File: src/design/ffsa_pkg.sv
// Shared types, codes and constants of the first-fit segment allocator.
package ffsa_pkg;

    localparam int LEN_W = 17;
    localparam int ADDR_W = 32;
    localparam int DEF_MAX_SEGMENTS = 16;
    localparam int DEF_OFFSET_BITS = 16;
    localparam logic [LEN_W-1:0] POOL_SIZE_RESET = 17'd65536;

    localparam logic OP_ALLOC = 1'b0;
    localparam logic OP_FREE = 1'b1;

    localparam logic REG_POOL_BASE = 1'b0;
    localparam logic REG_POOL_SIZE = 1'b1;

    localparam logic [1:0] STATUS_OK = 2'd0;
    localparam logic [1:0] STATUS_NOSPACE = 2'd1;
    localparam logic [1:0] STATUS_NOTALLOC = 2'd2;
    localparam logic [1:0] STATUS_FULL = 2'd3;

    typedef enum logic [2:0] {
        ST_IDLE,
        ST_SCAN,
        ST_TAIL,
        ST_LOAD,
        ST_SHIFT,
        ST_PUT,
        ST_DONE
    } ctrl_state_t;

    typedef struct packed {
        logic fit;
        logic hit;
    } unit_flags_t;

    typedef struct packed {
        logic             clear;
        logic [LEN_W-1:0] len;
    } pool_cmd_t;

    typedef struct packed {
        logic              valid;
        logic [1:0]        status;
        logic [ADDR_W-1:0] addr;
        logic [LEN_W-1:0]  free;
    } result_t;

    // The stored pool length never exceeds the span of the offset field.
    function automatic logic [LEN_W-1:0] cap_pool_len(input logic [LEN_W-1:0] v, input int ob);
        logic [32:0] cap;
        logic [32:0] ext;
        cap = 33'(1) << ob;
        ext = 33'(v);
        if (ext > cap)
        begin
            return cap[LEN_W-1:0];
        end
        return v;
    endfunction

endpackage

File: src/design/ffsa_table.sv
// Segment table memory with one write port and one registered read port.
module ffsa_table #(
    parameter int DEPTH = ffsa_pkg::DEF_MAX_SEGMENTS,
    parameter int WIDTH = ffsa_pkg::DEF_OFFSET_BITS + ffsa_pkg::LEN_W
) (
    input  logic                     clk,
    input  logic                     wr_en,
    input  logic [$clog2(DEPTH)-1:0] wr_addr,
    input  logic [WIDTH-1:0]         wr_data,
    input  logic [$clog2(DEPTH)-1:0] rd_addr,
    output logic [WIDTH-1:0]         rd_data
);

    logic [WIDTH-1:0] mem [DEPTH];
    logic [WIDTH-1:0] rd_data_reg;

    always_ff @(posedge clk)
    begin
        if (wr_en)
        begin
            mem[wr_addr] <= wr_data;
        end
        rd_data_reg <= mem[rd_addr];
    end

    assign rd_data = rd_data_reg;

endmodule

File: src/design/ffsa_unit.sv
// Shared compare and address unit used by every step of the table scan.
module ffsa_unit #(
    parameter int OFFSET_BITS = ffsa_pkg::DEF_OFFSET_BITS
) (
    input  logic [OFFSET_BITS:0]          hi,
    input  logic [OFFSET_BITS:0]          lo,
    input  logic [ffsa_pkg::LEN_W-1:0]    need,
    input  logic [OFFSET_BITS-1:0]        seg_off,
    input  logic [ffsa_pkg::LEN_W-1:0]    seg_len,
    input  logic [OFFSET_BITS-1:0]        addr_off,
    input  logic [ffsa_pkg::ADDR_W-1:0]   base,
    input  logic [ffsa_pkg::ADDR_W-1:0]   match_addr,
    output ffsa_pkg::unit_flags_t         flags,
    output logic [OFFSET_BITS:0]          seg_end,
    output logic [ffsa_pkg::ADDR_W-1:0]   addr_sum
);

    localparam int EW = OFFSET_BITS + 1;
    localparam int CW = ((EW > ffsa_pkg::LEN_W) ? EW : ffsa_pkg::LEN_W) + 1;

    logic [CW-1:0] hi_x;
    logic [CW-1:0] lo_x;
    logic [CW-1:0] need_x;
    logic [CW-1:0] gap;

    always_comb
    begin
        hi_x = CW'(hi);
        lo_x = CW'(lo);
        need_x = CW'(need);
        gap = hi_x - lo_x;
        addr_sum = base + ffsa_pkg::ADDR_W'(addr_off);
        seg_end = EW'(seg_off) + EW'(seg_len);
        flags.fit = (hi_x >= lo_x) && (gap >= need_x);
        flags.hit = (base + ffsa_pkg::ADDR_W'(seg_off)) == match_addr;
    end

endmodule

File: src/design/ffsa_ctrl.sv
// Request sequencer: table scan, entry shifting and free byte accounting.
module ffsa_ctrl #(
    parameter int MAX_SEGMENTS = ffsa_pkg::DEF_MAX_SEGMENTS,
    parameter int OFFSET_BITS = ffsa_pkg::DEF_OFFSET_BITS
) (
    input  logic                          clk,
    input  logic                          rst_n,
    input  logic                          in_valid,
    output logic                          in_stall,
    input  logic                          op,
    input  logic [ffsa_pkg::LEN_W-1:0]    req_size,
    input  logic [ffsa_pkg::ADDR_W-1:0]   req_address,
    input  logic [ffsa_pkg::ADDR_W-1:0]   pool_base,
    input  logic [ffsa_pkg::LEN_W-1:0]    pool_len,
    input  ffsa_pkg::pool_cmd_t           pool_cmd,
    input  logic                          out_free,
    output ffsa_pkg::result_t             res
);

    localparam int EW = OFFSET_BITS + 1;
    localparam int AW = $clog2(MAX_SEGMENTS);
    localparam int CNTW = $clog2(MAX_SEGMENTS + 1);
    localparam int DW = OFFSET_BITS + ffsa_pkg::LEN_W;
    localparam int LW = ffsa_pkg::LEN_W;
    localparam logic [LW-1:0] LEN_RESET =
        ffsa_pkg::cap_pool_len(ffsa_pkg::POOL_SIZE_RESET, OFFSET_BITS);

    ffsa_pkg::ctrl_state_t state_reg, state_next;
    logic [CNTW-1:0] count_reg, count_next;
    logic [LW-1:0]   free_reg, free_next;
    logic [CNTW-1:0] idx_reg, idx_next;
    logic [CNTW-1:0] pos_reg, pos_next;
    logic [CNTW-1:0] ptr_reg, ptr_next;
    logic [EW-1:0]   prev_end_reg, prev_end_next;
    logic            op_reg, op_next;
    logic [LW-1:0]   n_reg, n_next;
    logic [ffsa_pkg::ADDR_W-1:0] addr_reg, addr_next;
    logic [1:0]      status_reg, status_next;
    logic [ffsa_pkg::ADDR_W-1:0] baddr_reg, baddr_next;

    logic            take;
    logic [CNTW-1:0] idx_inc;
    logic [CNTW-1:0] ptr_dec2;
    logic [CNTW-1:0] ptr_inc2;
    logic            last;
    logic            full;
    logic [LW:0]     free_sum;
    logic            mem_we;
    logic [AW-1:0]   mem_wa;
    logic [DW-1:0]   mem_wd;
    logic [AW-1:0]   mem_ra;
    logic [DW-1:0]   mem_rd;
    logic [OFFSET_BITS-1:0] rd_off;
    logic [LW-1:0]   rd_len;
    logic [EW-1:0]   u_hi;
    logic [OFFSET_BITS-1:0] u_addr_off;
    ffsa_pkg::unit_flags_t u_flags;
    logic [EW-1:0]   u_end;
    logic [ffsa_pkg::ADDR_W-1:0] u_sum;

    function automatic logic [AW-1:0] idx_dec_cnt(input logic [CNTW-1:0] c);
        logic [CNTW-1:0] d;
        d = c - CNTW'(1);
        return d[AW-1:0];
    endfunction

    function automatic logic [AW-1:0] idx_inc_pos(input logic [CNTW-1:0] p);
        logic [CNTW-1:0] d;
        d = p + CNTW'(1);
        return d[AW-1:0];
    endfunction

    ffsa_table #(
        .DEPTH (MAX_SEGMENTS),
        .WIDTH (DW)
    ) u_table (
        .clk     (clk),
        .wr_en   (mem_we),
        .wr_addr (mem_wa),
        .wr_data (mem_wd),
        .rd_addr (mem_ra),
        .rd_data (mem_rd)
    );

    assign rd_off = mem_rd[DW-1:LW];
    assign rd_len = mem_rd[LW-1:0];
    assign u_hi = (state_reg == ffsa_pkg::ST_TAIL) ? EW'(pool_len) : EW'(rd_off);
    assign u_addr_off = (state_reg == ffsa_pkg::ST_PUT) ? prev_end_reg[OFFSET_BITS-1:0] : rd_off;

    ffsa_unit #(
        .OFFSET_BITS (OFFSET_BITS)
    ) u_unit (
        .hi         (u_hi),
        .lo         (prev_end_reg),
        .need       (n_reg),
        .seg_off    (rd_off),
        .seg_len    (rd_len),
        .addr_off   (u_addr_off),
        .base       (pool_base),
        .match_addr (addr_reg),
        .flags      (u_flags),
        .seg_end    (u_end),
        .addr_sum   (u_sum)
    );

    assign in_stall = (state_reg != ffsa_pkg::ST_IDLE);
    assign take = in_valid && !in_stall;
    assign idx_inc = idx_reg + CNTW'(1);
    assign ptr_dec2 = ptr_reg - CNTW'(2);
    assign ptr_inc2 = ptr_reg + CNTW'(2);
    assign last = (idx_inc == count_reg);
    assign full = (count_reg == CNTW'(MAX_SEGMENTS));
    assign free_sum = {1'b0, free_reg} + {1'b0, rd_len};

    always_comb
    begin
        state_next = state_reg;
        case (state_reg)
            ffsa_pkg::ST_IDLE:
            begin
                if (take)
                begin
                    if (op == ffsa_pkg::OP_ALLOC)
                    begin
                        if ((req_size == '0) || full)
                        begin
                            state_next = ffsa_pkg::ST_DONE;
                        end
                        else if (count_reg == '0)
                        begin
                            state_next = ffsa_pkg::ST_TAIL;
                        end
                        else
                        begin
                            state_next = ffsa_pkg::ST_SCAN;
                        end
                    end
                    else if (count_reg == '0)
                    begin
                        state_next = ffsa_pkg::ST_DONE;
                    end
                    else
                    begin
                        state_next = ffsa_pkg::ST_SCAN;
                    end
                end
            end
            ffsa_pkg::ST_SCAN:
            begin
                if (op_reg == ffsa_pkg::OP_ALLOC)
                begin
                    if (u_flags.fit)
                    begin
                        state_next = ffsa_pkg::ST_LOAD;
                    end
                    else if (last)
                    begin
                        state_next = ffsa_pkg::ST_TAIL;
                    end
                end
                else if (u_flags.hit)
                begin
                    state_next = last ? ffsa_pkg::ST_DONE : ffsa_pkg::ST_LOAD;
                end
                else if (last)
                begin
                    state_next = ffsa_pkg::ST_DONE;
                end
            end
            ffsa_pkg::ST_TAIL:
            begin
                state_next = u_flags.fit ? ffsa_pkg::ST_PUT : ffsa_pkg::ST_DONE;
            end
            ffsa_pkg::ST_LOAD:
            begin
                state_next = ffsa_pkg::ST_SHIFT;
            end
            ffsa_pkg::ST_SHIFT:
            begin
                if (op_reg == ffsa_pkg::OP_ALLOC)
                begin
                    if (ptr_reg == (pos_reg + CNTW'(1)))
                    begin
                        state_next = ffsa_pkg::ST_PUT;
                    end
                end
                else if (ptr_inc2 == count_reg)
                begin
                    state_next = ffsa_pkg::ST_DONE;
                end
            end
            ffsa_pkg::ST_PUT:
            begin
                state_next = ffsa_pkg::ST_DONE;
            end
            ffsa_pkg::ST_DONE:
            begin
                if (out_free)
                begin
                    state_next = ffsa_pkg::ST_IDLE;
                end
            end
            default:
            begin
                state_next = ffsa_pkg::ST_IDLE;
            end
        endcase
    end

    always_comb
    begin
        count_next = count_reg;
        free_next = free_reg;
        idx_next = idx_reg;
        pos_next = pos_reg;
        ptr_next = ptr_reg;
        prev_end_next = prev_end_reg;
        op_next = op_reg;
        n_next = n_reg;
        addr_next = addr_reg;
        status_next = status_reg;
        baddr_next = baddr_reg;
        mem_we = 1'b0;
        mem_wa = ptr_reg[AW-1:0];
        mem_wd = mem_rd;
        mem_ra = '0;
        res.valid = 1'b0;
        res.status = status_reg;
        res.addr = baddr_reg;
        res.free = free_reg;
        case (state_reg)
            ffsa_pkg::ST_IDLE:
            begin
                if (take)
                begin
                    op_next = op;
                    n_next = req_size;
                    addr_next = req_address;
                    idx_next = '0;
                    prev_end_next = '0;
                    baddr_next = '0;
                    status_next = ffsa_pkg::STATUS_OK;
                    if (op == ffsa_pkg::OP_ALLOC)
                    begin
                        if (req_size == '0)
                        begin
                            status_next = ffsa_pkg::STATUS_NOSPACE;
                        end
                        else if (full)
                        begin
                            status_next = ffsa_pkg::STATUS_FULL;
                        end
                    end
                    else if (count_reg == '0)
                    begin
                        status_next = ffsa_pkg::STATUS_NOTALLOC;
                    end
                end
            end
            ffsa_pkg::ST_SCAN:
            begin
                mem_ra = idx_inc[AW-1:0];
                idx_next = idx_inc;
                if (op_reg == ffsa_pkg::OP_ALLOC)
                begin
                    if (u_flags.fit)
                    begin
                        pos_next = idx_reg;
                    end
                    else
                    begin
                        prev_end_next = u_end;
                    end
                end
                else if (u_flags.hit)
                begin
                    pos_next = idx_reg;
                    free_next = (free_sum > {1'b0, pool_len}) ? pool_len : free_sum[LW-1:0];
                    if (last)
                    begin
                        count_next = count_reg - CNTW'(1);
                    end
                end
                else if (last)
                begin
                    status_next = ffsa_pkg::STATUS_NOTALLOC;
                end
            end
            ffsa_pkg::ST_TAIL:
            begin
                if (u_flags.fit)
                begin
                    pos_next = count_reg;
                end
                else
                begin
                    status_next = ffsa_pkg::STATUS_NOSPACE;
                end
            end
            ffsa_pkg::ST_LOAD:
            begin
                if (op_reg == ffsa_pkg::OP_ALLOC)
                begin
                    mem_ra = idx_dec_cnt(count_reg);
                    ptr_next = count_reg;
                end
                else
                begin
                    mem_ra = idx_inc_pos(pos_reg);
                    ptr_next = pos_reg;
                end
            end
            ffsa_pkg::ST_SHIFT:
            begin
                mem_we = 1'b1;
                if (op_reg == ffsa_pkg::OP_ALLOC)
                begin
                    mem_ra = ptr_dec2[AW-1:0];
                    ptr_next = ptr_reg - CNTW'(1);
                end
                else
                begin
                    mem_ra = ptr_inc2[AW-1:0];
                    ptr_next = ptr_reg + CNTW'(1);
                    if (ptr_inc2 == count_reg)
                    begin
                        count_next = count_reg - CNTW'(1);
                    end
                end
            end
            ffsa_pkg::ST_PUT:
            begin
                mem_we = 1'b1;
                mem_wa = pos_reg[AW-1:0];
                mem_wd = {prev_end_reg[OFFSET_BITS-1:0], n_reg};
                count_next = count_reg + CNTW'(1);
                free_next = (free_reg >= n_reg) ? (free_reg - n_reg) : '0;
                baddr_next = u_sum;
            end
            ffsa_pkg::ST_DONE:
            begin
                res.valid = out_free;
            end
            default:
            begin
                mem_we = 1'b0;
            end
        endcase
        if (pool_cmd.clear)
        begin
            count_next = '0;
            free_next = pool_cmd.len;
        end
    end

    always_ff @(posedge clk or negedge rst_n)
    begin
        if (!rst_n)
        begin
            state_reg <= ffsa_pkg::ST_IDLE;
            count_reg <= '0;
            free_reg <= LEN_RESET;
        end
        else
        begin
            state_reg <= state_next;
            count_reg <= count_next;
            free_reg <= free_next;
        end
    end

    always_ff @(posedge clk)
    begin
        idx_reg <= idx_next;
        pos_reg <= pos_next;
        ptr_reg <= ptr_next;
        prev_end_reg <= prev_end_next;
        op_reg <= op_next;
        n_reg <= n_next;
        addr_reg <= addr_next;
        status_reg <= status_next;
        baddr_reg <= baddr_next;
    end

endmodule

File: src/design/first_fit_segment_allocator.sv
// Top level of the first-fit segment allocator: configuration, sequencer and result register.
//
//   channel  direction  handshake             payload
//   in       input      in_valid / in_stall   op, req_size, req_address
//   out      output     out_valid / out_stall status, block_address, bytes_free
//   cfg      input      cfg_valid / cfg_ready cfg_index, cfg_data
//
// After an item is accepted the input stalls while the table is scanned and entries are moved,
// and until the result is handed on; an allocation of size zero or into a full table skips the
// scan. Reset empties the table and sets the pool to its reset length; no clearing pass runs.
// A waiting result sits in the output register while the next item is processed; a second
// result then waits in the sequencer with the input stalled.
module first_fit_segment_allocator #(
    parameter int MAX_SEGMENTS = ffsa_pkg::DEF_MAX_SEGMENTS,
    parameter int OFFSET_BITS = ffsa_pkg::DEF_OFFSET_BITS
) (
    input  logic                        clk,
    input  logic                        rst_n,
    input  logic                        in_valid,
    output logic                        in_stall,
    input  logic                        op,
    input  logic [ffsa_pkg::LEN_W-1:0]  req_size,
    input  logic [ffsa_pkg::ADDR_W-1:0] req_address,
    output logic                        out_valid,
    input  logic                        out_stall,
    output logic [1:0]                  status,
    output logic [ffsa_pkg::ADDR_W-1:0] block_address,
    output logic [ffsa_pkg::LEN_W-1:0]  bytes_free,
    input  logic                        cfg_valid,
    output logic                        cfg_ready,
    input  logic                        cfg_index,
    input  logic [ffsa_pkg::ADDR_W-1:0] cfg_data
);

    localparam logic [ffsa_pkg::LEN_W-1:0] LEN_RESET =
        ffsa_pkg::cap_pool_len(ffsa_pkg::POOL_SIZE_RESET, OFFSET_BITS);

    logic [ffsa_pkg::ADDR_W-1:0] pool_base_reg, pool_base_next;
    logic [ffsa_pkg::LEN_W-1:0]  pool_len_reg, pool_len_next;
    logic                        out_valid_reg, out_valid_next;
    logic [1:0]                  status_reg, status_next;
    logic [ffsa_pkg::ADDR_W-1:0] block_address_reg, block_address_next;
    logic [ffsa_pkg::LEN_W-1:0]  bytes_free_reg, bytes_free_next;

    logic                cfg_take;
    logic                out_free;
    ffsa_pkg::pool_cmd_t pool_cmd;
    ffsa_pkg::result_t   res;

    assign cfg_ready = 1'b1;
    assign cfg_take = cfg_valid && cfg_ready;
    assign out_free = !out_valid_reg || !out_stall;

    always_comb
    begin
        pool_cmd.clear = cfg_take && (cfg_index == ffsa_pkg::REG_POOL_SIZE);
        pool_cmd.len = ffsa_pkg::cap_pool_len(cfg_data[ffsa_pkg::LEN_W-1:0], OFFSET_BITS);
        pool_base_next = pool_base_reg;
        pool_len_next = pool_len_reg;
        if (cfg_take && (cfg_index == ffsa_pkg::REG_POOL_BASE))
        begin
            pool_base_next = cfg_data;
        end
        if (pool_cmd.clear)
        begin
            pool_len_next = pool_cmd.len;
        end
    end

    ffsa_ctrl #(
        .MAX_SEGMENTS (MAX_SEGMENTS),
        .OFFSET_BITS  (OFFSET_BITS)
    ) u_ctrl (
        .clk         (clk),
        .rst_n       (rst_n),
        .in_valid    (in_valid),
        .in_stall    (in_stall),
        .op          (op),
        .req_size    (req_size),
        .req_address (req_address),
        .pool_base   (pool_base_reg),
        .pool_len    (pool_len_reg),
        .pool_cmd    (pool_cmd),
        .out_free    (out_free),
        .res         (res)
    );

    always_comb
    begin
        out_valid_next = out_valid_reg;
        status_next = status_reg;
        block_address_next = block_address_reg;
        bytes_free_next = bytes_free_reg;
        if (res.valid)
        begin
            out_valid_next = 1'b1;
            status_next = res.status;
            block_address_next = res.addr;
            bytes_free_next = res.free;
        end
        else if (out_valid_reg && !out_stall)
        begin
            out_valid_next = 1'b0;
        end
    end

    always_ff @(posedge clk or negedge rst_n)
    begin
        if (!rst_n)
        begin
            pool_base_reg <= '0;
            pool_len_reg <= LEN_RESET;
            out_valid_reg <= 1'b0;
        end
        else
        begin
            pool_base_reg <= pool_base_next;
            pool_len_reg <= pool_len_next;
            out_valid_reg <= out_valid_next;
        end
    end

    always_ff @(posedge clk)
    begin
        status_reg <= status_next;
        block_address_reg <= block_address_next;
        bytes_free_reg <= bytes_free_next;
    end

    assign out_valid = out_valid_reg;
    assign status = status_reg;
    assign block_address = block_address_reg;
    assign bytes_free = bytes_free_reg;

endmodule

File: config.mk
export PLATFORM = sky130hd
export DESIGN_NAME = first_fit_segment_allocator
export DESIGN_NICKNAME = d
export VERILOG_FILES = /design/src/design/ffsa_pkg.sv /design/src/design/ffsa_table.sv /design/src/design/ffsa_unit.sv /design/src/design/ffsa_ctrl.sv /design/src/design/first_fit_segment_allocator.sv
export SDC_FILE = /design/constraint.sdc
export NUM_CORES = 1
export LEC_CHECK = 0
export BUFFER_PORTS_ARGS = -buffer_cell sky130_fd_sc_hd__buf_4
export CORE_MARGIN = 2
export CORE_UTILIZATION = 50
export DETAILED_ROUTE_END_ITERATION = 8
export PLACE_DENSITY_LB_ADDON = 0.05
export SLEW_MARGIN = 20
export SYNTH_ARGS = -nofsm -noshare
export SYNTH_HDL_FRONTEND = slang
export SYNTH_SLANG_ARGS = --single-unit
File: constraint.sdc
create_clock -name clk -period 8.1 [get_ports clk]
set_clock_uncertainty 0.15 [all_clocks]
set_input_delay 1.215 -clock clk [delete_from_list [all_inputs] [get_ports clk]]
set_output_delay 1.215 -clock clk [all_outputs]
set_load 0.02 [all_outputs]
# --- Word level (Yosys, flattened, before mapping) ---
# Memories as Yosys holds them, arrays and structs flattened. A register that Yosys moved wholly into a read port is not among the register bits.
# Index checks and enable logic that the tools add are counted.
classes:
  muxes: 72
  n_bitwise: 1
  reduce_logical: 32
  n_eq_ne: 31
  add_sub_neg: 14
  magnitude_cmp: 5
op_table:
  columns: ["operator", "n"]
  rows:
  - ["$mux 17", 11]
  - ["$pmux 17 s2", 2]
  - ["$mux 5", 13]
  - ["$add 32x16->32", 2]
  - ["$pmux 32 s2", 1]
  - ["$mux 3", 14]
  - ["$ge 17x17->1", 2]
  - ["$mux 33", 1]
  - ["$eq 32x32->1", 1]
  - ["$mux 32", 1]
  - ["$pmux 5 s2", 3]
  - ["$mux 2", 11]
  - ["$pmux 3 s7", 1]
  - ["$add 5x1->5 const B", 4]
  - ["$add 17x17->18", 1]
  - ["$ge 18x17->1", 1]
  - ["$gt 18x17->1", 1]
  - ["$reduce_and 6->1", 3]
  - ["$sub 17x17->18", 1]
  - ["$add 16x17->17", 1]
  - ["$gt 17x17->1 const B", 1]
  - ["$logic_not 17->1", 1]
  - ["$sub 17x17->17", 1]
  - ["$mux 16", 1]
  - ["33 further kinds", 76]
word_totals:
  ram_bits: 528
  output_inout_bits: 54
  reg_bits: 242
  n_memories: 1
mem_list:
  columns: ["name", "words", "width", "read_ports", "rd_clocked_by_memory_dff", "wr", "line_no", "rtl"]
  rows:
  - ["u_ctrl.u_table.mem", 16, 33, 1, 1, 1, "ffsa_table.sv:14", "logic [WIDTH-1:0] mem [DEPTH];"]

# --- Longest topological paths before layout ---
# Gate-level depths: netlist (run 1).
depth:
  depth_word: 8
  mapped_depth: 27

# --- Hierarchy ---
# Synthesis (run 1) repeated with hierarchy kept, for this count alone.
unflattened:
  hier_cells: 2644
  hier_area_um2: 38255.4
by_module_without_submodules:
  columns: ["module", "area_each_um2", "cells_each", "n_inst"]
  rows:
  - ["ffsa_table", 20629.8, 864, 1]
  - ["ffsa_ctrl", 9464.1, 962, 1]
  - ["ffsa_unit", 4456.8, 612, 1]
  - ["first_fit_segment_allocator", 3704.8, 206, 1]

# --- Least setup slack after synthesis (run 1) ---
# OpenSTA, ideal clock, no wires.
synth_timing:
  path_kind: "flip-flop to flip-flop"
  start: "reg u_ctrl.state_reg[0]"
  end: "reg u_ctrl.prev_end_reg[0], enable pin"
  setup_time_ns: 0.373
  required_time_ns: 7.577
  slack_ns: 2.621
  n_path_buf: 3
  path_stages_with_launch: 26
  arrival_time_ns: 4.955
  path_cell_list: "dfrtp_1 > clkbuf_1 > nor2b_1 > nand2_1 > clkbuf_1 > clkbuf_1 > nand2_1 > o21ai_0 > ha_1 > a21o_1 > nand2_1 > a31oi_1 > nor2_1 > o21ai_0 > a211oi_1 > nor3_1 > ha_1 > a21o_1 > a211o_1 > a2111oi_0 > o21ai_0 > a221o_1 > a21oi_1 > a21o_1 > nand3_1 > nand2_1"
synth_via:
  elab_chain_cells: 7
synth_lines:
  columns: ["element", "line_no", "rtl"]
  rows:
  - ["start, declared", "ffsa_ctrl.sv:28", "ffsa_pkg::ctrl_state_t state_reg, state_next;"]
  - ["start signal, assigned", "ffsa_ctrl.sv:360", "state_reg <= ffsa_pkg::ST_IDLE;"]
  - ["start signal, assigned", "ffsa_ctrl.sv:366", "state_reg <= state_next;"]
  - ["$eq 3x2->1", "ffsa_ctrl.sv:87", "assign u_hi = (state_reg == ffsa_pkg::ST_TAIL) ? EW'(pool_len) : EW'(rd_off);"]
  - ["$mux 17", "ffsa_ctrl.sv:87", null]
  - ["$sub 17x17->18", "ffsa_unit.sv:31", "gap = hi_x - lo_x;"]
  - ["$ge 18x17->1", "ffsa_unit.sv:34", "flags.fit = (hi_x >= lo_x) && (gap >= need_x);"]
  - ["$logic_and 1x1->1", "ffsa_unit.sv:34", null]
  - ["$ne 2x2->1 (no line)", null, null]
  - ["$reduce_and 4->1 (no line) *", null, null]
  - ["end signal, assigned", "ffsa_ctrl.sv:377", "prev_end_reg <= prev_end_next;"]
  - ["end, declared", "ffsa_ctrl.sv:34", "logic [EW-1:0] prev_end_reg, prev_end_next;"]
# Mark *: on every way between the ends. The rest lies on a longest branch, timed or not.
# A chain may end at the register's enable or synchronous reset.

# --- Final worst setup path (run 1) ---
layout_timing:
  start: "reg u_ctrl.state_reg[1]"
  end: "reg u_ctrl.prev_end_reg[4], enable pin"
# Same word-level chain as after synthesis.

==> flow_summary_export.csv, run 1 <==
group,metric,value,unit
drt,drc,0,
yosys,syn-mean-instance-area,12.04,um^2
yosys,ys_seq_elements,803,
clock_tree,cts_sinks,803,
setup_path,arrival,6820,ps
power_and_ir_drop,p_per_area,454.8,nW/um^2
die,initial_utilization,50.59,%
sta,rsz0062_at_grt,"false",
placement,gp_congestion,0.9327,
grt,grt_pass1_wl,158.1,mm
setup_path,r2r-start,"u_ctrl.state_reg[1]",
sta,setup_viol,0,
setup_path,rrSetupSlack,1370,ps
drt,ant_nets,0,
yosys,synth_commonest_cells,"edfxtp_1 (695), nand2_1 (439), a211oi_1 (182)",
yosys,async_reset_ff_share,9.340,%
clock_tree,cts_setup_buffers,0,
placement,portBuffers,140,
yosys,synth_edf_count,695,
clock_tree,cts_tree,"yes",
drt,drt_iter0_drc,2414,
sta,setup_tns,0,ps
cells_and_area,drive_gt1_share,12.70,%
yosys,ys.flop_type,"edfxtp_1",
clock_tree,root_buffer,"clkbuf_16",
die,core-area,75950,um^2
clock_tree,ctsResizeCount,0,
grt,grt-ovfl-total,0,
cells_and_area,num-fill-cells,6152,
sta,drv_slew,0,
power_and_ir_drop,peakVddDrop,0.0002693,V
flow_run,cap_violations,0,
cells_and_area,nets,3551,
yosys,yosysWarnings,0,
sta,relSlewSlack,30.45,%
clock_tree,clk_latency,660,ps
drt,avgRoutedWirePerCell,24.30,um
yosys,yosysMostFrequentCell,"edfxtp_1",
cells_and_area,antennaDiodeCount,0,
setup_path,r2r_end,"u_ctrl.prev_end_reg[4]",
die,io_pins,142,
clock_tree,cts_htree_levels,3,
yosys,synth_top_area_cell,"edfxtp_1",
setup_path,rr_worst_depth,20,
power_and_ir_drop,power.total,19.86,mW
sta,min_period,6726,ps
yosys,yosysTopAreaCellShare,54.32,%
setup_path,crit_fanout,17,
placement,pre_cts_ws,1444,ps
cells_and_area,area_growth,13.68,%
sta,fmax,148.7,MHz
drt,num_vias,26298,
die,dieArea,79080,um^2
yosys,syn_area,38420,um^2
yosys,synthCells,3191,
grt,grtUsageTotal,26.84,%
yosys,synth.area.top_cells,"edfxtp_1 (54%), dfrtp_1 (4.8%), ha_1 (4.7%), nand2_1 (4.3%), a211oi_1 (3.6%)",
worst_hold_path,hp-class,"in -> async",
yosys,ys_seq_area_share,60.93,%
cells_and_area,final_area,43680,um^2
placement,dp.cells,4255,
yosys,synth_cell_type_count,85,
clock_tree,path_clk_slew,60,ps
setup_path,cp.required,8200,ps
sta,setup_ws,1374,ps
sta,worstMarginPinSlew,1038,ps
die,num_rows,101,
die,fp.dieH,281.2,um
drt,wirelength,107.3,mm
clock_tree,clockBufferDepth,3,
setup_path,path_class,"reg -> reg",
yosys,synth_nets,3430,
grt,grt_max_degree,152,
clock_tree,numCtsBuffers,85,
grt,grt_pass1_vias,25539,
power_and_ir_drop,p_leak,15.89,nW
setup_path,cp-end-kind,"flop",
cells_and_area,largest_register_ffs,528,
drt,firstDrtPassIters,7,
drt,viasPerCell,5.957,
cells_and_area,finalNonFillerCells,4415,
placement,placed_area,40840,um^2
clock_tree,holdBufCountCts,0,
sta,hold_viol,0,
grt,antenna_found_initial,4,
die,die_w,281.2,um
setup_path,critPathLaunchType,"flop",
sta,timing.final.crit_share,83.03,%
run_status,status,"finished, final reports clean",
placement,hpwl,69.92,mm
==> per-layer routing <==
layer | global-route usage [%] | wire length, um | vias up
met5 | 0 | 0 | -
met4 | 10.83 | 4317 | 0
met3 | 2.935 | 5376 | 193
met2 | 43.06 | 49580 | 826
met1 | 37.51 | 48020 | 13043
li1 | - | - | 12236
==> worst max path at each step <==
| stage | slack, ps | endpoint | cells past startpoint | from |
|---|---|---|---|---|
| after floorplan | 2620 | u_ctrl.prev_end_reg[0] | 25 | u_ctrl.state_reg[0] |
| after global placement | 1660 | u_ctrl.prev_end_reg[0] | 20 | u_ctrl.state_reg[1] |
| after detailed placement | 1440 | u_ctrl.prev_end_reg[0] | 20 | u_ctrl.state_reg[1] |
| after CTS | 1390 | u_ctrl.prev_end_reg[4] | 20 | u_ctrl.state_reg[1] |
| after global routing | 870 | u_ctrl.prev_end_reg[4] | 22 | u_ctrl.state_reg[1] |
| final | 1370 | u_ctrl.prev_end_reg[4] | 20 | u_ctrl.state_reg[1] |
==> worst max-delay path, stage by stage, from the launching register on <==
cell       delay, ps
dfrtp_1          630
nor2b_1          420
and2_1           450
mux2i_1          150
ha_1             230
fa_1             440
nor2b_1          210
o2111ai_1        130
nand2_1          150
a31oi_1          150
o21ai_0          460
xor2_1           210
ha_1             260
a211o_1          280
a2111oi_0        310
o21ai_0          210
a221o_1          370
a21oi_1          180
a21o_1           290
nand3_1          110
nand2_1          560
==> cell usage in the layout, fill, tap and decap left out, types with 20 or more instances in the layout <==
cell and n:
mux2_2 36, edfxtp_1 695, a31oi_1 85, clkbuf_16 87
inv_1 89, xnor2_1 86, dfrtp_1 73, a21oi_1 163
mux2i_1 35, clkbuf_1 28, a311oi_1 70, and3_1 20
xor2_1 62, a21o_1 39, nand4_1 21, nor3_1 37
a211oi_1 181, nand3_1 32, nor2_1 114, buf_4 205
ha_1 144, nand2_1 438, and2_1 151, o21ai_0 121
dfxtp_1 33
==> metrics by stage <==
stage / hold WS, ps / util [%]
2_1_floorplan: 250.3 / -
3_3_place_gp: 251.2 / 53.76
4_1_cts: 214.8 / 57.50
6_report: 239.9 / 57.51
3_5_place_dp: 255.4 / 53.78
5_1_grt: 236.3 / 57.51
==> cell type report <==
class,instances,area (um^2),area share [%]
well taps,1030,1289,2.950
clock buffers,120,2351,5.382
flip-flops and latches,803,23410,53.59
clock inverters,40,475.5,1.088
multi-input cells,2122,14200,32.52
inverters,91,341.6,0.7820
repair buffers,209,1610,3.687
==> where the power goes <==
group | switching (mW) | internal [mW] | leakage, nW
clock network | 1.66 | 2.22 | 1.36
logic | 5.97 | 3.43 | 7.00
registers | 0.667 | 5.93 | 7.53
total | 8.29 | 11.6 | 15.9
==> cells by family after synthesis <==
| kind of cell | synth area share [%] |
|---|---|
| fa+ha+maj | 5.054 |
| simple gates | 11.39 |
| buf+inv | 2.735 |
| other cells | 0.009760 |
| mux | 2.319 |
| flops | 60.93 |
| compound gates | 14.19 |
| xor+xnor | 3.374 |
No activity file was read; power rests on OpenSTA's default activity.
==> run 2, diff against run 1 <==
==> constraint.sdc (replaced) <==
create_clock -name clk -period 5.8 [get_ports clk]
set_clock_uncertainty 0.15 [all_clocks]
set_input_delay 0.87 -clock clk [delete_from_list [all_inputs] [get_ports clk]]
set_output_delay 0.87 -clock clk [all_outputs]
set_load 0.02 [all_outputs]
==> flow_summary_export.csv, run 2 (synthesis results as in run 1) <==
group,metric,value,unit
run_status,status,"finished, final reports clean",
setup_path,crit_top_cell,"a211oi_1",
cells_and_area,largest_register_ffs,528,
sta,fmax,182.3,MHz
drt,ant_nets,0,
setup_path,crit_family,"compound AO/OA/AOI/OAI gates",
drt,viasPerCell,5.943,
die,io_pins,142,
power_and_ir_drop,p_sw_share,42.08,%
setup_path,path_buf_inv,1,
grt,grt_max_degree,133,
clock_tree,clk_latency,670,ps
setup_path,cp.required,6180,ps
drt,drc,0,
setup_path,cp-startpoint,"u_ctrl.free_reg[1]",
power_and_ir_drop,p_per_area,635.3,nW/um^2
power_and_ir_drop,p_comb_share,49.1,%
worst_hold_path,hold_path_startpoint,"req_address[15]",
die,die_w,281.2,um
sta,min_period,5485,ps
placement,gp_congestion,0.9577,
setup_path,cp-end-kind,"flop",
grt,grtUsageTotal,27.52,%
drt,wirelength,109.2,mm
setup_path,crit_chain,"ha_1 -> a211oi_1 -> nor2_1 -> o41a_1 -> a211oi_1 -> o41ai_1 -> nand4b_1 -> o311ai_1 -> ha_1 -> a211oi_1 -> nand2_1 -> o311ai_0 -> a32oi_1 -> a211oi_4 -> buf_4 -> mux2i_1 -> o221ai_1 -> mux2_2",
cells_and_area,final_cell_mix,"edfxtp_1 (695), nand2_1 (438), buf_4 (245), a211oi_1 (181), a21oi_1 (163)",
power_and_ir_drop,p_clk_share,18.4,%
cells_and_area,final_common_cell,"edfxtp_1",
clock_tree,path_clk_slew,60,ps
die,initial_utilization,50.59,%
grt,grt_pass1_vias,25606,
sta,rsz0062_at_grt,"false",
clock_tree,cts_htree_levels,3,
setup_path,crit_fanout,18,
setup_path,path_class,"reg -> reg",
cells_and_area,nets,3595,
setup_path,slowest_delay,910,ps
grt,grt-ovfl-total,0,
setup_path,rrSetupSlack,310,ps
setup_path,cp-endpoint,"u_ctrl.free_reg[5]",
cells_and_area,antennaDiodeCount,0,
clock_tree,cts_setup_buffers,0,
sta,drv_slew,0,
setup_path,r2r_end,"u_ctrl.free_reg[5]",
setup_path,slowest_stage,"o41ai_1",
power_and_ir_drop,p_leak,16.04,nW
die,core-area,75950,um^2
die,dieArea,79080,um^2
flow_run,cap_violations,0,
sta,timing.final.crit_share,94.57,%
setup_path,cp.depth,18,
power_and_ir_drop,seq_power_share,32.5,%
drt,num_vias,26487,
sta,setup_viol,0,
sta,relSlewSlack,29.40,%
setup_path,critPathLaunchType,"flop",
power_and_ir_drop,p_switching,11.73,mW
cells_and_area,drive_gt1_share,13.48,%
die,num_rows,101,
power_and_ir_drop,p_int,16.14,mW
power_and_ir_drop,peakVddDrop,0.0004552,V
setup_path,rr_worst_depth,18,
clock_tree,clockBufferDepth,3,
clock_tree,root_buffer,"clkbuf_16",
sta,hold_viol,0,
placement,hpwl,73.39,mm
sta,worstMarginPinSlew,1049,ps
die,fp.dieH,281.2,um
drt,drt_iter0_drc,2191,
setup_path,r2r-start,"u_ctrl.free_reg[1]",
setup_path,arrival,5870,ps
power_and_ir_drop,power.total,27.86,mW
grt,grt_pass1_wl,161.1,mm
grt,antenna_found_initial,4,
cells_and_area,area_growth,14.15,%
clock_tree,cts_sinks,803,
drt,avgRoutedWirePerCell,24.50,um
sta,setup_tns,0,ps
clock_tree,numCtsBuffers,84,
placement,portBuffers,140,
clock_tree,cts_tree,"yes",
drt,firstDrtPassIters,5,
worst_hold_path,hp-class,"in -> reg",
run 2: how the worst min path moves through the flow:
stage                          end  cells past startpoint
2_1_floorplan     block_address[0]                      0
3_3_place_gp     block_address[25]                      0
3_5_place_dp      block_address[2]                      0
4_1_cts        u_ctrl.addr_reg[15]                      1
5_1_grt        u_ctrl.addr_reg[15]                      1
6_report       u_ctrl.addr_reg[15]                      1
run 2: layout make-up:
class,instances,area (um^2)
Multi-Input combinational cell,2122,14180
Fill cell,6209,32090
Clock inverter,30,284.0
Inverter,91,341.6
Timing Repair Buffer,254,2009
Clock buffer,127,2344
Tap cell,1030,1289
Sequential cell,803,23410
run 2: metal layers:
metal  global-route usage (%)  vias up  routed length (um)
met5                        0        -                   0
met4                    9.806        0                3764
met3                    3.450      192                5635
met2                    44.63      859               51480
met1                    38.29    13114               48330
li1                         -    12322                   -
run 2: per-stage QoR:
stage / hold slack, ps / cells / util [%] / setup slack (ps) / cell area, um^2
final: 233.2 / 4457 / 57.75 / 314.7 / 43860
after global routing: 206.8 / 4457 / 57.75 / 40.52 / 43860
after CTS: 201.8 / 4457 / 57.75 / 203.4 / 43860
after detailed placement: 255.2 / 4299 / 54.27 / 268.1 / 41220
after global placement: 251.9 / 4299 / 54.27 / 304.0 / 41220
after floorplan: 250.3 / 3191 / - / 321.3 / 38420
run 2: worst reg2reg max path, delay by kind of cell (launching register included):
kind                       cells  cell delay [ps]
buffers and inverters          1              350
and+or+nand+nor                3              510
muxes                          2              530
adders and majority gates      2              700
AOI/OAI and AO/OA             10             2630
DFF                            1              500
run 2: power groups by stage:
stage	sequential (mW)	combinational (mW)	clock, mW
floorplan	8.85	9.28	0
global placement	9.11	13.3	0
detailed placement	9.14	13.6	0
CTS	9.02	13.6	5.22
global route	9.11	15.1	5.42
finish	9.04	13.7	5.13
run 2: repair_timing:
action / CTS / global route
gates resized for setup: 0 / 3
setup endpoints to repair: 0 / 22
endpoints found under the hold margin: 9 / 0
hold buffers: 1 / 0
==> run 3, diff against run 2 <==
--- a/config.mk
+++ b/config.mk
@@ -7,9 +7,9 @@
 export LEC_CHECK = 0
 export BUFFER_PORTS_ARGS = -buffer_cell sky130_fd_sc_hd__buf_4
 export CORE_MARGIN = 2
-export CORE_UTILIZATION = 50
+export CORE_UTILIZATION = 55
 export DETAILED_ROUTE_END_ITERATION = 8
-export PLACE_DENSITY_LB_ADDON = 0.05
+export PLACE_DENSITY = 0.75
 export SLEW_MARGIN = 20
 export SYNTH_ARGS = -nofsm -noshare
 export SYNTH_HDL_FRONTEND = slang
==> flow_summary_export.csv, run 3 (synthesis results as in run 1) <==
group,metric,value,unit
die,io_pins,142,
sta,worstMarginPinSlew,1136,ps
grt,grt-ovfl-total,0,
clock_tree,cts_sinks,803,
cells_and_area,num-fill-cells,5150,
setup_path,crit_top_cell,"a21o_1",
clock_tree,root_buffer,"clkbuf_16",
worst_hold_path,hold_path_startpoint,"req_address[23]",
placement,gp_congestion,0.9581,
die,core-area,68830,um^2
placement,hpwl,69.29,mm
power_and_ir_drop,p_comb_share,48.2,%
sta,min_period,5432,ps
setup_path,r2r-start,"u_ctrl.state_reg[0]",
die,fp.dieH,268.3,um
drt,viasPerCell,6.240,
setup_path,r2r_end,"u_ctrl.status_reg[1]",
clock_tree,cts_setup_buffers,0,
power_and_ir_drop,p_per_area,636.0,nW/um^2
clock_tree,numCtsBuffers,84,
setup_path,arrival,5630,ps
grt,grt_use_met1,38.24,%
clock_tree,clk_latency,650,ps
power_and_ir_drop,peakVddDrop,0.0003950,V
sta,setup_ws,368.5,ps
cells_and_area,largest_register_ffs,528,
sta,drv_slew,0,
grt,gr-usage-met2,47.01,%
sta,hold_viol,0,
clock_tree,path_clk_slew,60,ps
sta,relSlewSlack,24.06,%
sta,fmax,184.1,MHz
die,dieArea,71990,um^2
cells_and_area,drive_gt1_share,13.59,%
placement,pre_cts_ws,197.7,ps
grt,top_usage_layer,"met2",
sta,timing.final.crit_share,93.65,%
setup_path,path_buf_inv,1,
placement,portBuffers,140,
drt,drc,0,
sta,setup_viol,0,
die,initial_utilization,55.83,%
grt,grt_pass1_vias,26160,
setup_path,crit_fanout,4,
setup_path,crit_family,"compound AO/OA/AOI/OAI gates",
cells_and_area,final_cell_mix,"edfxtp_1 (695), nand2_1 (437), buf_4 (227), a211oi_1 (181), a21oi_1 (163)",
grt,grtUsageTotal,28.68,%
power_and_ir_drop,seq_power_share,32.6,%
worst_hold_path,hold_depth,1,
die,num_rows,96,
drt,num_vias,27089,
power_and_ir_drop,p_clk_share,19.2,%
grt,antenna_found_initial,3,
setup_path,cp-end-kind,"flop",
grt,grt_use_met3,4.004,%
drt,avgRoutedWirePerCell,23.98,um
worst_hold_path,hp-class,"in -> reg",
drt,drt_iter0_drc,2877,
die,die_w,268.3,um
sta,rsz0062_at_grt,"false",
clock_tree,clockBufferDepth,3,
drt,firstDrtPassIters,8,
grt,grt_pass1_wl,155.1,mm
clock_tree,cts_htree_levels,3,
power_and_ir_drop,p_sw_share,41.31,%
worst_hold_path,min_to,"u_ctrl.addr_reg[23]",
power_and_ir_drop,p_switching,11.50,mW
grt,grt_max_degree,126,
drt,wirelength,104.1,mm
flow_run,cap_violations,0,
power_and_ir_drop,p_leak,16.05,nW
cells_and_area,area_growth,13.90,%
setup_path,rr_worst_depth,23,
setup_path,slowest_stage,"dfrtp_1",
setup_path,crit_chain,"nor2b_2 -> and2_2 -> nor2_1 -> a21o_1 -> ha_1 -> nor2b_1 -> o2111ai_1 -> a31oi_1 -> nor2_2 -> o21ai_0 -> a211oi_1 -> nor3_1 -> ha_1 -> a21o_1 -> a211o_1 -> a2111oi_0 -> o21ai_0 -> a221o_1 -> a21oi_1 -> a21o_1 -> buf_4 -> a22oi_1 -> a21oi_1",
cells_and_area,final_common_cell,"edfxtp_1",
clock_tree,cts_tree,"yes",
drt,ant_nets,0,
cells_and_area,nets,3578,
power_and_ir_drop,p_int,16.34,mW
setup_path,path_class,"reg -> reg",
sta,setup_tns,0,ps
setup_path,slowest_delay,400,ps
setup_path,critPathLaunchType,"flop",
setup_path,rrSetupSlack,370,ps
setup_path,cp.required,5990,ps
run_status,status,"finished, final reports clean",
run 3: cell count changes in the layout (fill, tap and decap cells not counted), sizes merged:
cell	change
clkbuf	-9
bufinv	+6
clkinvlp	-1
diode	+2
inv	+2
buf	-17
run 3: how the worst max path moves through the flow:
stage | from | endpoint | slack, ps | cells past startpoint
floorplan | u_ctrl.state_reg[0] | u_ctrl.prev_end_reg[0] | 320 | 25
global placement | u_ctrl.state_reg[0] | u_ctrl.pos_reg[0] | 280 | 21
detailed placement | u_ctrl.state_reg[0] | u_ctrl.pos_reg[2] | 200 | 21
CTS | u_ctrl.state_reg[0] | u_ctrl.pos_reg[3] | 150 | 21
global route | u_ctrl.state_reg[0] | u_ctrl.status_reg[0] | 20 | 23
finish | u_ctrl.state_reg[0] | u_ctrl.status_reg[1] | 370 | 23
run 3: area by class of cell:
class,instances,area [um^2],area share [%]
clock inverter,37,434.2,0.9921
multi-input combinational,2122,14200,32.46
inverter,91,341.6,0.7805
antenna,2,5.005,0.01144
clock buffer,118,2310,5.278
timing repair buffer,237,1894,4.328
tap,931,1165,2.662
sequential,803,23410,53.49
run 3: layer usage:
metal	routed length, um	up-vias
met2	49550	1209
li1	-	12311
met3	7648	239
met5	0	-
met1	42580	13330
met4	4304	0
run 3: worst reg2reg max path, delay by kind of cell, from the launching register on:
family	cells	cell delay (ps)
AO/OA/AOI/OAI	14	2890
buffers and inverters	1	160
flip-flops	1	400
adder cells (fa/ha/maj)	2	560
AND/OR/NAND/NOR	6	980
run 3: through the flow:
stage | instances | instance area (um^2) | util (%) | power, mW | hold slack (ps)
2_1_floorplan | 3191 | 38420 | - | 18.14 | 250.3
3_3_place_gp | 4183 | 40970 | 59.53 | 21.91 | 253.1
3_5_place_dp | 4183 | 40980 | 59.54 | 22.32 | 254.5
4_1_cts | 4339 | 43740 | 63.55 | 27.72 | 220.3
5_1_grt | 4339 | 43760 | 63.58 | 29.48 | 238.5
6_report | 4341 | 43760 | 63.59 | 27.83 | 254.7
run 3: repair_timing:
action,in CTS,in global routing
resized for setup,0,7
hold buffers,1,0
endpoints found under the setup margin,0,30
endpoints found under the hold margin,16,0
run 3: power by group through the flow:
stage | logic (mW) | clock network, mW | registers [mW]
finish | 13.4 | 5.35 | 9.08
global route | 14.7 | 5.65 | 9.14
CTS | 13.2 | 5.42 | 9.06
detailed placement | 13.2 | 0 | 9.16
global placement | 12.8 | 0 | 9.13
floorplan | 9.28 | 0 | 8.85
